--- src/hdl/tks_pkg.sv ---
// Shared types and constants of the token scanner.
`default_nettype none
package tks_pkg;

  localparam int POS_BITS   = 16;
  localparam int TOK_W      = 16;
  localparam int MAX_TOK    = 3;
  localparam int FIFO_DEPTH = 4;

  localparam logic [3:0] K_END    = 4'd0;
  localparam logic [3:0] K_AT     = 4'd1;
  localparam logic [3:0] K_COLON  = 4'd2;
  localparam logic [3:0] K_ASSIGN = 4'd3;
  localparam logic [3:0] K_DOT    = 4'd4;
  localparam logic [3:0] K_LPAREN = 4'd5;
  localparam logic [3:0] K_RPAREN = 4'd6;
  localparam logic [3:0] K_COMMA  = 4'd7;
  localparam logic [3:0] K_NUMBER = 4'd8;
  localparam logic [3:0] K_MS     = 4'd9;
  localparam logic [3:0] K_IDENT  = 4'd10;
  localparam logic [3:0] K_STRING = 4'd11;

  typedef struct packed {
    logic [3:0]       kind;
    logic [TOK_W-1:0] start;
    logic [TOK_W-1:0] length;
    logic             last;
  } tok_t;

  typedef struct packed {
    logic [1:0]           cnt;
    tok_t [MAX_TOK-1:0]   tok;
  } push_t;

endpackage
`default_nettype wire

--- src/hdl/tks_fifo.sv ---
// Result queue: takes up to three tokens per cycle, delivers one per transaction.
`default_nettype none
module tks_fifo (
  input  wire logic           clk,
  input  wire logic           rst_n,
  input  wire tks_pkg::push_t push,
  output logic                room,
  output logic                out_valid,
  input  wire logic           out_stall,
  output tks_pkg::tok_t       head
);

  localparam int PTR_W = $clog2(tks_pkg::FIFO_DEPTH);
  localparam int CNT_W = $clog2(tks_pkg::FIFO_DEPTH + 1);

  tks_pkg::tok_t mem_r [tks_pkg::FIFO_DEPTH];
  logic [PTR_W-1:0] wr_ptr_r, rd_ptr_r;
  logic [CNT_W-1:0] count_r, count_nxt;
  logic pop;

  assign out_valid = (count_r != '0);
  assign head      = mem_r[rd_ptr_r];
  assign pop       = out_valid && !out_stall;
  assign room      = (count_r <= CNT_W'(tks_pkg::FIFO_DEPTH - tks_pkg::MAX_TOK));
  assign count_nxt = count_r + CNT_W'(push.cnt) - CNT_W'(pop);

  always_ff @(posedge clk) begin
    if (!rst_n) begin
      wr_ptr_r <= '0;
      rd_ptr_r <= '0;
      count_r  <= '0;
    end else begin
      wr_ptr_r <= wr_ptr_r + PTR_W'(push.cnt);
      rd_ptr_r <= rd_ptr_r + PTR_W'(pop);
      count_r  <= count_nxt;
    end
  end

  always_ff @(posedge clk) begin
    for (int i = 0; i < tks_pkg::MAX_TOK; i++) begin
      if (2'(i) < push.cnt) begin
        mem_r[wr_ptr_r + PTR_W'(i)] <= push.tok[i];
      end
    end
  end

  a_no_overflow: assert property (@(posedge clk) disable iff (!rst_n)
    count_r <= CNT_W'(tks_pkg::FIFO_DEPTH))
    else $error("result queue overflow");

  a_push_with_room: assert property (@(posedge clk) disable iff (!rst_n)
    (push.cnt != 2'd0) |-> room)
    else $error("push without room");

  a_count_track: assert property (@(posedge clk) disable iff (!rst_n)
    1'b1 |=> count_r == $past(count_nxt))
    else $error("queue count mismatch");

endmodule
`default_nettype wire

--- src/hdl/tks_core.sv ---
// Scanner core: input register, mode and position state, token generation.
`default_nettype none
module tks_core (
  input  wire logic           clk,
  input  wire logic           rst_n,
  input  wire logic           in_valid,
  output logic                in_stall,
  input  wire logic [7:0]     in_char_byte,
  input  wire logic           room,
  output tks_pkg::push_t      push
);

  localparam int PW     = tks_pkg::POS_BITS;
  localparam int CLIP_W = (PW > tks_pkg::TOK_W) ? PW : tks_pkg::TOK_W;
  localparam logic [PW-1:0] POS_MAX = '1;

  typedef enum logic [2:0] {
    M_IDLE, M_DIGITS, M_PEND_M, M_IDENT, M_STRING
  } mode_t;

  typedef struct packed {
    logic          emit;
    logic [3:0]    kind;
    logic [PW-1:0] len;
    mode_t         mode;
    logic          set_beg;
    logic [PW-1:0] beg;
  } idle_t;

  function automatic logic is_digit(input logic [7:0] c);
    return (c >= "0") && (c <= "9");
  endfunction

  function automatic logic is_letter(input logic [7:0] c);
    return ((c >= "a") && (c <= "z")) || ((c >= "A") && (c <= "Z"));
  endfunction

  function automatic logic is_word(input logic [7:0] c);
    return is_letter(c) || is_digit(c) || (c == "_");
  endfunction

  function automatic logic is_blank(input logic [7:0] c);
    return (c == " ") || ((c >= 8'd9) && (c <= 8'd13));
  endfunction

  function automatic logic [3:0] punct_kind(input logic [7:0] c);
    logic [3:0] k;
    case (c)
      "@":     k = tks_pkg::K_AT;
      ":":     k = tks_pkg::K_COLON;
      "=":     k = tks_pkg::K_ASSIGN;
      ".":     k = tks_pkg::K_DOT;
      "(":     k = tks_pkg::K_LPAREN;
      ")":     k = tks_pkg::K_RPAREN;
      ",":     k = tks_pkg::K_COMMA;
      default: k = tks_pkg::K_END;
    endcase
    return k;
  endfunction

  function automatic logic [PW-1:0] span(input logic [PW-1:0] from, input logic [PW-1:0] to);
    return (to >= from) ? to - from : '0;
  endfunction

  function automatic logic [tks_pkg::TOK_W-1:0] clip(input logic [PW-1:0] v);
    logic [CLIP_W-1:0] w;
    w = CLIP_W'(v);
    if (w > CLIP_W'({tks_pkg::TOK_W{1'b1}})) begin
      return '1;
    end
    return w[tks_pkg::TOK_W-1:0];
  endfunction

  function automatic tks_pkg::tok_t mk_tok(input logic [3:0] kind, input logic [PW-1:0] start,
                                           input logic [PW-1:0] len);
    tks_pkg::tok_t t;
    t.kind   = kind;
    t.start  = clip(start);
    t.length = clip(len);
    t.last   = 1'b0;
    return t;
  endfunction

  function automatic idle_t idle_eval(input logic [7:0] c, input logic [PW-1:0] p,
                                      input logic [PW-1:0] p_inc);
    idle_t r;
    r.emit    = 1'b0;
    r.kind    = tks_pkg::K_END;
    r.len     = PW'(1);
    r.mode    = M_IDLE;
    r.set_beg = 1'b0;
    r.beg     = p;
    if (c == 8'd0) begin
      r.emit = 1'b1;
      r.len  = '0;
    end else if (is_blank(c)) begin
      r.emit = 1'b0;
    end else if (punct_kind(c) != tks_pkg::K_END) begin
      r.emit = 1'b1;
      r.kind = punct_kind(c);
    end else if (is_digit(c)) begin
      r.mode    = M_DIGITS;
      r.set_beg = 1'b1;
    end else if (is_letter(c) || (c == "_")) begin
      r.mode    = M_IDENT;
      r.set_beg = 1'b1;
    end else if (c == "\"") begin
      r.mode    = M_STRING;
      r.set_beg = 1'b1;
      r.beg     = p_inc;
    end else begin
      r.emit = 1'b1;
      r.kind = tks_pkg::K_IDENT;
    end
    return r;
  endfunction

  logic          in_vld_r;
  logic [7:0]    in_byte_r;
  mode_t         mode_r, mode_nxt;
  logic [PW-1:0] pos_r, pos_nxt;
  logic [PW-1:0] beg_r, beg_nxt;
  logic [PW-1:0] pos_inc, mpos;
  logic          consume, use_idle;
  logic [1:0]    n;
  idle_t         idl;
  tks_pkg::tok_t [tks_pkg::MAX_TOK-1:0] toks;

  assign consume  = in_vld_r && room;
  assign in_stall = in_vld_r && !room;
  assign pos_inc  = (pos_r == POS_MAX) ? POS_MAX : pos_r + PW'(1);
  assign mpos     = (pos_r > beg_r) ? pos_r - PW'(1) : beg_r;
  assign idl      = idle_eval(in_byte_r, pos_r, pos_inc);

  always_comb begin
    n        = 2'd0;
    toks     = '0;
    mode_nxt = mode_r;
    beg_nxt  = beg_r;
    use_idle = 1'b0;
    case (mode_r)
      M_DIGITS: begin
        if (is_digit(in_byte_r)) begin
          mode_nxt = M_DIGITS;
        end else if (in_byte_r == "m") begin
          mode_nxt = M_PEND_M;
        end else begin
          toks[n] = mk_tok(tks_pkg::K_NUMBER, beg_r, span(beg_r, pos_r));
          n = n + 2'd1;
          use_idle = 1'b1;
        end
      end
      M_PEND_M: begin
        if (in_byte_r == "s") begin
          toks[n] = mk_tok(tks_pkg::K_MS, beg_r, span(beg_r, pos_inc));
          n = n + 2'd1;
          mode_nxt = M_IDLE;
        end else begin
          toks[n] = mk_tok(tks_pkg::K_NUMBER, beg_r, span(beg_r, mpos));
          n = n + 2'd1;
          beg_nxt = mpos;
          if (is_word(in_byte_r)) begin
            mode_nxt = M_IDENT;
          end else begin
            toks[n] = mk_tok(tks_pkg::K_IDENT, mpos, PW'(1));
            n = n + 2'd1;
            use_idle = 1'b1;
          end
        end
      end
      M_IDENT: begin
        if (!is_word(in_byte_r)) begin
          toks[n] = mk_tok(tks_pkg::K_IDENT, beg_r, span(beg_r, pos_r));
          n = n + 2'd1;
          use_idle = 1'b1;
        end
      end
      M_STRING: begin
        if (in_byte_r == "\"") begin
          toks[n] = mk_tok(tks_pkg::K_STRING, beg_r, span(beg_r, pos_r));
          n = n + 2'd1;
          mode_nxt = M_IDLE;
        end else if (in_byte_r == 8'd0) begin
          toks[n] = mk_tok(tks_pkg::K_STRING, beg_r, span(beg_r, pos_r));
          n = n + 2'd1;
          use_idle = 1'b1;
        end
      end
      default: begin
        use_idle = 1'b1;
      end
    endcase
    if (use_idle) begin
      if (idl.emit) begin
        toks[n] = mk_tok(idl.kind, pos_r, idl.len);
        n = n + 2'd1;
      end
      mode_nxt = idl.mode;
      if (idl.set_beg) begin
        beg_nxt = idl.beg;
      end
    end
    if (in_byte_r == 8'd0) begin
      mode_nxt = M_IDLE;
      pos_nxt  = '0;
      beg_nxt  = '0;
    end else begin
      pos_nxt = pos_inc;
    end
    if (n != 2'd0) begin
      toks[n - 2'd1].last = 1'b1;
    end
  end

  assign push.cnt = consume ? n : 2'd0;
  assign push.tok = toks;

  always_ff @(posedge clk) begin
    if (!rst_n) begin
      in_vld_r <= 1'b0;
      mode_r   <= M_IDLE;
      pos_r    <= '0;
      beg_r    <= '0;
    end else begin
      if (in_valid && !in_stall) begin
        in_vld_r <= 1'b1;
      end else if (consume) begin
        in_vld_r <= 1'b0;
      end
      if (consume) begin
        mode_r <= mode_nxt;
        pos_r  <= pos_nxt;
        beg_r  <= beg_nxt;
      end
    end
  end

  always_ff @(posedge clk) begin
    if (in_valid && !in_stall) begin
      in_byte_r <= in_char_byte;
    end
  end

  a_end_resets: assert property (@(posedge clk) disable iff (!rst_n)
    (consume && in_byte_r == 8'd0) |=> (pos_r == '0) && (mode_r == M_IDLE))
    else $error("end byte did not reset position");

  a_end_token: assert property (@(posedge clk) disable iff (!rst_n)
    (consume && in_byte_r == 8'd0) |->
      (push.cnt != 2'd0) && (push.tok[push.cnt - 2'd1].kind == tks_pkg::K_END))
    else $error("end byte without end token");

  a_pos_advance: assert property (@(posedge clk) disable iff (!rst_n)
    (consume && in_byte_r != 8'd0 && pos_r != POS_MAX) |=> pos_r == $past(pos_r) + PW'(1))
    else $error("position did not advance");

endmodule
`default_nettype wire

--- src/hdl/token_scanner.sv ---
// Top level of the token scanner: scanner core feeding the result queue.
//
//   channel  direction  payload                                           handshake
//   in_      input      char_byte[7:0]                                    in_valid / in_stall
//   out_     output     token_kind[3:0] token_start[15:0]                 out_valid / out_stall
//                       token_length[15:0] last_of_run
//
// One byte per cycle enters the input register unless in_stall holds it, and is scanned combinationally.
// A byte yields zero to three tokens, written to a four-entry queue at once.
// Tokens leave one per cycle while out_stall is low; a byte is taken when the queue holds at most one token.
// rst_n (synchronous) empties the queue and returns to idle at position zero.
// out_stall backs up the queue and then holds in_stall high while a byte waits in the input register.
`default_nettype none
module token_scanner (
  input  wire logic        clk,
  input  wire logic        rst_n,
  input  wire logic        in_valid,
  output logic             in_stall,
  input  wire logic [7:0]  in_char_byte,
  output logic             out_valid,
  input  wire logic        out_stall,
  output logic [3:0]       out_token_kind,
  output logic [15:0]      out_token_start,
  output logic [15:0]      out_token_length,
  output logic             out_last_of_run
);

  tks_pkg::push_t push;
  tks_pkg::tok_t  head;
  logic           room;

  tks_core u_core (
    .clk          (clk),
    .rst_n        (rst_n),
    .in_valid     (in_valid),
    .in_stall     (in_stall),
    .in_char_byte (in_char_byte),
    .room         (room),
    .push         (push)
  );

  tks_fifo u_fifo (
    .clk       (clk),
    .rst_n     (rst_n),
    .push      (push),
    .room      (room),
    .out_valid (out_valid),
    .out_stall (out_stall),
    .head      (head)
  );

  assign out_token_kind   = head.kind;
  assign out_token_start  = head.start;
  assign out_token_length = head.length;
  assign out_last_of_run  = head.last;

endmodule
`default_nettype wire
--- config.mk ---
export PLATFORM = sky130hd
export DESIGN_NAME = token_scanner
export DESIGN_NICKNAME = d
export VERILOG_FILES = /design/src/hdl/tks_pkg.sv /design/src/hdl/tks_fifo.sv /design/src/hdl/tks_core.sv /design/src/hdl/token_scanner.sv
export SDC_FILE = /design/constraint.sdc
export NUM_CORES = 1
export LEC_CHECK = 0
export ABC_AREA = 1
export ABC_CLOCK_PERIOD_IN_PS = 4290
export BUFFER_PORTS_ARGS = -buffer_cell sky130_fd_sc_hd__buf_2
export CAP_MARGIN = 20
export CORE_MARGIN = 10
export CORE_UTILIZATION = 48
export DETAILED_ROUTE_END_ITERATION = 8
export PLACE_DENSITY = 0.63
export SLEW_MARGIN = 10
export SYNTH_ARGS = -nofsm -noshare
export SYNTH_HDL_FRONTEND = slang
export SYNTH_SLANG_ARGS = --single-unit
--- constraint.sdc ---
create_clock -name clk -period 4.29 [get_ports clk]
set_clock_uncertainty 0.15 [all_clocks]
set_input_delay 0.2145 -clock clk [delete_from_list [all_inputs] [get_ports clk]]
set_output_delay 0.2145 -clock clk [all_outputs]
set_load 0.01 [all_outputs]
==> results.toml, run 1 <==
[grt]
grt_use_total = 0.286
grt_overflow = 0
grt_pass1_wl_um = 90300
grt_max_degree = 76
antenna_found_initial = 0
grt_pass1_vias = 15100

[final_layout]
diodes = 0
drive_gt1_frac = 0.130
fillers = 3206
stdcell_area_mm2 = 0.0180
area_growth_pct = 14.9
register_area_mm2 = 0.00555
multi_input_area_mm2 = 0.00908
nNetsFinal = 2485
final_cells = 2866

[run_status]
outcome = "complete, no violations"

[floorplan]
die-area_mm2 = 0.0402
rows = 66
die_w_um = 200
fp.dieH_um = 200
initial_utilization = 0.484
core_area_mm2 = 0.0323
ioPinCount = 51

[cts]
cts-root-buf = "clkbuf_16"
cts.sinks = 199
cts_made_buffers = 17
clock_latency_ns = 0.47
cts_tree = "yes"
clockBufferDepth = 2
postCtsSetupBuffers = 0
path_clk_slew_ns = 0.08
h-tree-depth = 4

[drt]
drtPass1Iterations = 7
drc_errors = 0
vias = 16800
totalWireLength_um = 59700
avgRoutedWirePerCell_um = 20.8
final_antenna_net_count = 0
vias_per_cell = 5.85
drtIter0Drc = 2252

[setup_path]
cp-end-kind = "flip-flop"
crit_slowest_cell = "dfxtp_1"
startpoint_type = "flip-flop"
crit_type = "reg -> reg"
cp.arrival_ns = 4.27
cp_max_fo = 17
critical_path_required_ns = 4.46
cpMostUsedCell = "nand2_1"
path_cells = "inv_1, ha_1, nand2_1, inv_1, a21oi_1, nand2_1, nand2_2, nand2_2, nand2_2, buf_12, nand2_1, nand2_1, inv_1, ha_1, nand2_1, nor3_2, nand2_1, nand2_2, nand2_2, nand3_4, nand2_2, o221ai_1, nand2_1, nor2_1"
slowest_delay_ns = 0.41
rrSetupSlack_ns = 0.19

[logic_synthesis]
async_reset_ff_frac = 0
ys_seq_area_frac = 0.355
synth-main-ff-cell = "edfxtp_1"
synth_top_area_cell = "edfxtp_1"
syn_avg_cell_area_um2 = 6.77
syn_area_mm2 = 0.0156
synthCells = 2306
yosys_warnings = 0
ys_types = 49
ys_ff_latch = 199
mappedNetlistNets = 2380
synth_edf_count = 156
ys_top_cells_by_area = "edfxtp_1 (30%), nand2_1 (18%), nand3_1 (9.3%)"
synth_top_area_frac = 0.300

[flow_run]
maxCapViolCount = 0

[power]
vdd_drop_max_mv = 0.301
power_w = 0.00844
powerDensity_mw_per_mm2 = 470
leakage_nw = 8.53

[worst_hold_path]
hp-class = "in -> reg"

[sta]
finalSetupTns_ns = 0
tightest_slew_ns = 0.833
grt_setup_unrepaired = "true"
finalSetupViolations = 0
post-route-min-period_ns = 4.10
post-route-period-util = 0.956
clock.fmax_ghz = 0.244
final-max-slew-violation-count = 0
max-slew-margin-rel = 0.444
hold_violations = 0

[placement]
place_area_mm2 = 0.0170
dp.cells = 2823
hpwl_um = 43900
gp_congestion = 1.07
port_buffers = 50
## logic make-up after synthesis
| logic type | share of synthesized area |
|---|---|
| DFF | 0.355 |
| adders and majority gates | 0.0516 |
| AOI/OAI and AO/OA | 0.104 |
| buffers and inverters | 0.0779 |
| and+or+nand+nor | 0.386 |
| xor gates and xnor gates | 0.0253 |
## synthesized netlist by cell type, types with 3 or more instances
cell        n
nand2_1   753
nand3_1   289
nor2_1    265
inv_1     177
edfxtp_1  156
o21ai_0   117
a21oi_1    90
clkbuf_1   65
ha_1       58
dfxtp_1    43
nand4_1    41
o22ai_1    39
buf_2      31
xor2_1     29
o211ai_1   22
nor3_1     17
xnor2_1    13
nand2_2    12
buf_4      11
nor2_2      9
inv_2       8
nand3_2     5
o31ai_1     5
buf_1       4
clkinv_1    4
fa_1        4
nand3_4     4
o221ai_1    4
o21ai_1     3
## power by group
part | switching (W) | internal, W | total [W]
Clock | 0.000831 | 0.000889 | 0.00172
Sequential | 0.0000531 | 0.00225 | 0.00230
Combinational | 0.00295 | 0.00147 | 0.00442
Total | 0.00384 | 0.00461 | 0.00844
## critical path: cells and delay by family, from the launching register on
| kind | cells | cell delay (ns) |
|---|---|---|
| simple gates | 16 | 1.76 |
| fa+ha+maj | 2 | 0.72 |
| compound gates | 2 | 0.53 |
| flops | 1 | 0.41 |
| buf+inv | 4 | 0.36 |
## layout make-up
| class | instances | area share |
|---|---|---|
| sequential | 199 | 0.309 |
| multi-input combinational | 1807 | 0.506 |
| tap | 442 | 0.0308 |
| clock buffer | 18 | 0.0239 |
| clock inverter | 14 | 0.0103 |
| inverter | 189 | 0.0396 |
| timing repair buffer | 197 | 0.0803 |
## state kept, by name, indices dropped and copies added (netlist names)
register and flops:
u_fifo.count_r 3, u_core.in_byte_r 8, u_fifo.rd_ptr_r 2, u_core.mode_r 3, u_fifo.mem_r 148, u_core.beg_r 16, u_fifo.wr_ptr_r 2, u_core.pos_r 16
u_core.in_vld_r 1
## stage by stage
step | setup slack [ns] | hold WS, ns | util
final | 0.190 | 0.111 | 0.556
after detailed placement | -0.0987 | 0.243 | 0.528
after global routing | -0.0345 | 0.146 | 0.556
after global placement | 0.0407 | 0.243 | 0.528
after floorplan | 0.0186 | 0.158 | -
after CTS | 0.00138 | 0.0936 | 0.550
## what timing repair did
action	CTS	global route
cloned	0	1
endpoints found under the setup margin	24	64
pin swaps	0	3
hold buffers	10	0
endpoints found under the hold margin	14	0
gates resized for setup	2	37
## layer usage
metal / track usage / wire length, um / vias to the layer above
met5: 0 / 0 / -
met4: 0.108 / 2360 / 0
met3: 0.0645 / 6920 / 158
met2: 0.418 / 25500 / 1025
met1: 0.404 / 25000 / 7683
li1: - / - / 7892
## path summary, 6_finish.rpt
kind | startpoint | end | depth (start not counted)
min reg2reg | u_core.mode_r[2] | u_core.mode_r[2] | 2
min | out_stall | u_fifo.rd_ptr_r[0] | 5
max | u_core.beg_r[6] | u_fifo.mem_r[3][6] | 24
max reg2reg | u_core.beg_r[6] | u_fifo.mem_r[3][6] | 24
## cell usage in the layout, fill, tap and decap left out, types with 3 or more instances in the layout
cell type / instances
a21oi_1: 87
a21oi_2: 3
buf_12: 5
buf_2: 50
buf_4: 132
clkbuf_16: 17
clkinv_1: 3
dfxtp_1: 42
dlygate4sd3_1: 10
edfxtp_1: 156
ha_1: 49
ha_4: 7
inv_1: 175
inv_2: 10
inv_8: 4
nand2_1: 743
nand2_2: 22
nand3_1: 282
nand3_2: 11
nand3_4: 5
nand4_1: 41
nor2_1: 261
nor2_2: 13
nor3_1: 15
o211ai_1: 22
o21ai_0: 113
o21ai_1: 5
o21ai_2: 3
o221ai_1: 4
o22ai_1: 39
o31ai_1: 5
xnor2_1: 13
xor2_1: 29
(Power assumes the default switching activity.)
==> inputs of run 2 (changes only) <==
--- a/config.mk
+++ b/config.mk
@@ -12,4 +12,5 @@
 export CORE_MARGIN = 10
 export CORE_UTILIZATION = 48
+export CTS_CLUSTER_DIAMETER = 80
 export DETAILED_ROUTE_END_ITERATION = 8
 export PLACE_DENSITY = 0.63
==> constraint.sdc (replaced) <==
create_clock -name clk -period 4.29 [get_ports clk]
set_clock_uncertainty 0.15 [all_clocks]
set_input_delay 0.858 -clock clk [delete_from_list [all_inputs] [get_ports clk]]
set_output_delay 0.858 -clock clk [all_outputs]
set_load 0.01 [all_outputs]
==> results.toml, run 2 (synthesis gave the netlist of run 1 again) <==
[power]
p_int_w = 0.00461
pwr-share-comb = 0.527
powerDensity_mw_per_mm2 = 469
netSwitchingPower_w = 0.00388
swShare = 0.457
pwr-share-seq = 0.271
clkPwrFrac = 0.202
leakage_nw = 8.61
vdd_drop_max_mv = 0.320

[drt]
avgRoutedWirePerCell_um = 21.3
final_antenna_net_count = 0
drc_errors = 0
drtIter0Drc = 2003
vias_per_cell = 5.82
vias = 16800
drtPass1Iterations = 7
totalWireLength_um = 61400

[final_layout]
drive_gt1_frac = 0.142
final_cells = 2878
area_growth_pct = 15.9
largest-register = "u_fifo.mem_r"
final_common_cell = "nand2_1"
diodes = 0
fillers = 3198
layout.cells.most_common_list = "nand2_1 (740), nand3_1 (281), nor2_1 (259)"
reg_top3 = "u_fifo.mem_r x148, u_core.beg_r x16, u_core.pos_r x16"
largest_reg_flops = 148
nNetsFinal = 2497

[setup_path]
cp_max_fo = 9
cp-end-kind = "flip-flop"
cp.arrival_ns = 4.27
crit_family = "compound AO/OA/AOI/OAI gates"
crit_slowest_cell = "ha_1"
path_cells = "buf_4, ha_1, nand3_1, inv_1, nand3_1, o31ai_1, nand3_1, ha_1, nand2_1, o21ai_0, a21oi_1, nand2_1, nand2_1, buf_4, a21oi_1, o21ai_0, o211ai_1, nand2_2, nor2_2"
startpoint_type = "flip-flop"
crit_type = "reg -> reg"
crit_buf_inv = 3
critical_path_required_ns = 4.46
slowest_delay_ns = 0.41

[cts]
cts-root-buf = "clkbuf_16"
cts.sinks = 199
cts_hold_buf = 0
path_clk_slew_ns = 0.09
clock_latency_ns = 0.47
clockBufferDepth = 2
h-tree-depth = 4
cts_made_buffers = 17
cts_tree = "yes"

[floorplan]
initial_utilization = 0.484
rows = 66
ioPinCount = 51
fp.dieH_um = 200
die-area_mm2 = 0.0402
die_w_um = 200
core_area_mm2 = 0.0323

[sta]
timing.final.ws_setup_ns = 0.184
post-route-period-util = 0.957
post-route-min-period_ns = 4.11
clock.fmax_ghz = 0.244
whs_ns = 0.340
tightest_slew_ns = 0.906
finalSetupTns_ns = 0
finalSetupViolations = 0
final-max-slew-violation-count = 0
max-slew-margin-rel = 0.395
hold_violations = 0

[run_status]
outcome = "complete, no violations"

[worst_hold_path]
hp-class = "reg -> reg"

[grt]
use_met3 = 0.0716
grt.busiest_layer = "met2"
grt_pass1_wl_um = 93200
met2_usage = 0.435
grt_pass1_vias = 15300
grt_util_met1 = 0.409
antenna_found_initial = 0
grt_use_total = 0.297
grt_overflow = 0
grt_max_degree = 76

[flow_run]
maxCapViolCount = 0

[placement]
port_buffers = 50
gp_congestion = 1.05
dpl_worst_slack_ns = -0.191
dp.cells = 2841
hpwl_um = 45400
[run 2: metal layers]
layer	up-vias	wire (um)
met2	908	26100
met1	7792	26300
met3	148	6340
met4	0	2670
met5	-	0
li1	7905	-
[run 2: area by class of cell]
class | instances | area [um^2] | share of cell area
inverters | 189 | 714 | 0.0395
clock buffers | 17 | 425 | 0.0235
flip-flops and latches | 199 | 5550 | 0.306
well taps | 442 | 553 | 0.0305
multi-input cells | 1806 | 9130 | 0.504
repair buffers | 210 | 1540 | 0.0852
clock inverters | 15 | 196 | 0.0109
[run 2: final timing paths]
path                                       start                  end  slack (ns)  cells past startpoint
worst max-delay path             u_core.pos_r[0]  u_fifo.mem_r[1][11]        0.18                     19
worst min-delay path            u_core.mode_r[2]     u_core.mode_r[2]        0.34                      2
worst max register to register   u_core.pos_r[0]  u_fifo.mem_r[1][11]        0.18                     19
worst min register to register  u_core.mode_r[2]     u_core.mode_r[2]        0.34                      2
[run 2: through the flow]
step / utilization / total power, W / instance area, um^2
after floorplan: - / 0.00508 / 15600
after global placement: 0.533 / 0.00650 / 17200
after detailed placement: 0.533 / 0.00646 / 17200
after CTS: 0.553 / 0.00819 / 17800
after global routing: 0.561 / 0.00904 / 18100
final: 0.561 / 0.00849 / 18100
[run 2: worst min-delay path, cell delays in order (launching register included)]
cell and delay (ns):
dfxtp_1 0.33, nand2_1 0.07, a21oi_1 0.05
[run 2: power by group through the flow]
stage          registers [W]  logic [W]  clock network [W]
2_1_floorplan        0.00234    0.00274                  0
3_3_place_gp         0.00234    0.00416                  0
3_5_place_dp         0.00235    0.00412                  0
4_1_cts              0.00230    0.00415            0.00174
5_1_grt              0.00232    0.00491            0.00182
6_report             0.00230    0.00447            0.00172
[run 2: what timing repair did]
item,CTS,global route
buffers inserted,0,5
pin swaps,0,6
gates cloned,0,0
resized for setup,5,44
endpoints found under the setup margin,56,64
==> inputs of run 3 (changes only) <==
- HOLD_SLACK_MARGIN: unset -> 0.12
- REMOVE_ABC_BUFFERS: unset -> 1
==> results.toml, run 3 (synthesis gave the netlist of run 1 again) <==
[grt]
grt_use_total = 0.299
grt_pass1_vias = 15500
grt_pass1_wl_um = 94100
antenna_found_initial = 1
grt_overflow = 0
grt_max_degree = 76

[floorplan]
die-area_mm2 = 0.0402
core_area_mm2 = 0.0323
die_w_um = 200
rows = 66
ioPinCount = 51
initial_utilization = 0.484
fp.dieH_um = 200

[power]
p_int_w = 0.00462
power_w = 0.00851
powerDensity_mw_per_mm2 = 466
netSwitchingPower_w = 0.00389
leakage_nw = 8.75
clkPwrFrac = 0.198
swShare = 0.457
pwr-share-comb = 0.531
pwr-share-seq = 0.270
vdd_drop_max_mv = 0.328

[final_layout]
diodes = 0
largest_reg_flops = 148
reg_top3 = "u_fifo.mem_r x148, u_core.beg_r x16, u_core.pos_r x16"
nNetsFinal = 2529
layout.cells.most_common_list = "nand2_1 (743), nand3_1 (281), nor2_1 (262)"
largest-register = "u_fifo.mem_r"
drive_gt1_frac = 0.150
fin_util = 0.566
area_growth_pct = 17.0
fillers = 3174
final_common_cell = "nand2_1"
final_cells = 2910

[setup_path]
path_cells = "ha_1, nand3_1, buf_4, inv_1, nand3_1, o31ai_1, nand3_1, ha_1, nand2_1, o21ai_0, a21oi_1, nand2_1, nand2_1, clkinv_1, buf_4, nand3_1, nand3_1, nand2_1, nor2_1"
cp.arrival_ns = 4.21
critical_path_required_ns = 4.35
crit_type = "reg -> reg"
cpMostUsedCell = "nand3_1"
slowest_delay_ns = 0.51
cp-end-kind = "flip-flop"
startpoint_type = "flip-flop"
crit_slowest_cell = "dfxtp_1"
cp_max_fo = 9

[cts]
clockBufferDepth = 2
postCtsSetupBuffers = 0
clock_latency_ns = 0.47
cts.sinks = 199
h-tree-depth = 4
cts_made_buffers = 17
cts_hold_buf = 0
cts-root-buf = "clkbuf_16"
path_clk_slew_ns = 0.09
cts_tree = "yes"

[placement]
dpl_worst_slack_ns = -0.0326
port_buffers = 50
gp_congestion = 1.02
dp.cells = 2877
hpwl_um = 45500

[drt]
drtIter0Drc = 2229
vias_per_cell = 5.83
final_antenna_net_count = 0
drtPass1Iterations = 6
drc_errors = 0
totalWireLength_um = 61700
vias = 17000
avgRoutedWirePerCell_um = 21.2

[sta]
post-route-min-period_ns = 4.15
timing.final.ws_setup_ns = 0.135
tightest_slew_ns = 1.05
max-slew-margin-rel = 0.300
clock.fmax_ghz = 0.241
final-max-slew-violation-count = 0
post-route-period-util = 0.968
finalSetupViolations = 0
hold_violations = 0
finalSetupTns_ns = 0

[worst_hold_path]
hp-class = "reg -> reg"

[flow_run]
maxCapViolCount = 0

[run_status]
outcome = "complete, no violations"
==> run 3: stage by stage <==
step / cell area (um^2) / hold slack, ns
3_3_place_gp: 17500 / 0.317
5_1_grt: 18300 / 0.361
4_1_cts: 18100 / 0.333
3_5_place_dp: 17500 / 0.322
2_1_floorplan: 15100 / 0.304
6_report: 18300 / 0.331
==> run 3: layer usage <==
metal | GRT usage | share of wire | vias to the layer above
met5 | 0 | 0 | -
met4 | 0.124 | 0.041 | 0
met3 | 0.0505 | 0.10 | 155
met2 | 0.436 | 0.42 | 1001
met1 | 0.429 | 0.43 | 7815
li1 | - | - | 7990
==> run 3: cell type report <==
| cell class | count | area [um^2] | area share |
|---|---|---|---|
| Sequential cell | 199 | 5550 | 0.304 |
| Inverter | 189 | 712 | 0.0390 |
| Clock inverter | 14 | 160 | 0.00876 |
| Timing Repair Buffer | 242 | 1810 | 0.0992 |
| Tap cell | 442 | 553 | 0.0303 |
| Clock buffer | 18 | 429 | 0.0235 |
| Multi-Input combinational cell | 1806 | 9060 | 0.496 |
==> run 3: final timing paths <==
check                        start                   to  slack [ns]  depth (start not counted)
setup / recovery   u_core.pos_r[1]  u_fifo.mem_r[2][16]        0.14                         19
hold / removal    u_core.mode_r[2]     u_core.mode_r[2]        0.33                          2
setup reg to reg   u_core.pos_r[1]  u_fifo.mem_r[2][16]        0.14                         19
hold reg to reg   u_core.mode_r[2]     u_core.mode_r[2]        0.33                          2
==> run 3: timing repair <==
item,in CTS,in global routing
gates resized for setup,2,49
pin swaps,0,8
gates cloned,0,1
endpoints found under the setup margin,14,64
==> run 3: worst max-delay path: cells and delay by family (launching register included) <==
kind / cells / cell delay (ns)
flops: 1 / 0.51
simple gates: 10 / 1.51
compound gates: 3 / 0.51
fa+ha+maj: 2 / 0.65
buf+inv: 4 / 0.55
==> run 3: power by group through the flow <==
| stage | Sequential, W | Clock (W) | Combinational [W] |
|---|---|---|---|
| 2_1_floorplan | 0.00240 | 0 | 0.00258 |
| 3_3_place_gp | 0.00234 | 0 | 0.00423 |
| 3_5_place_dp | 0.00234 | 0 | 0.00421 |
| 4_1_cts | 0.00230 | 0.00169 | 0.00423 |
| 5_1_grt | 0.00231 | 0.00177 | 0.00494 |
| 6_report | 0.00230 | 0.00169 | 0.00452 |
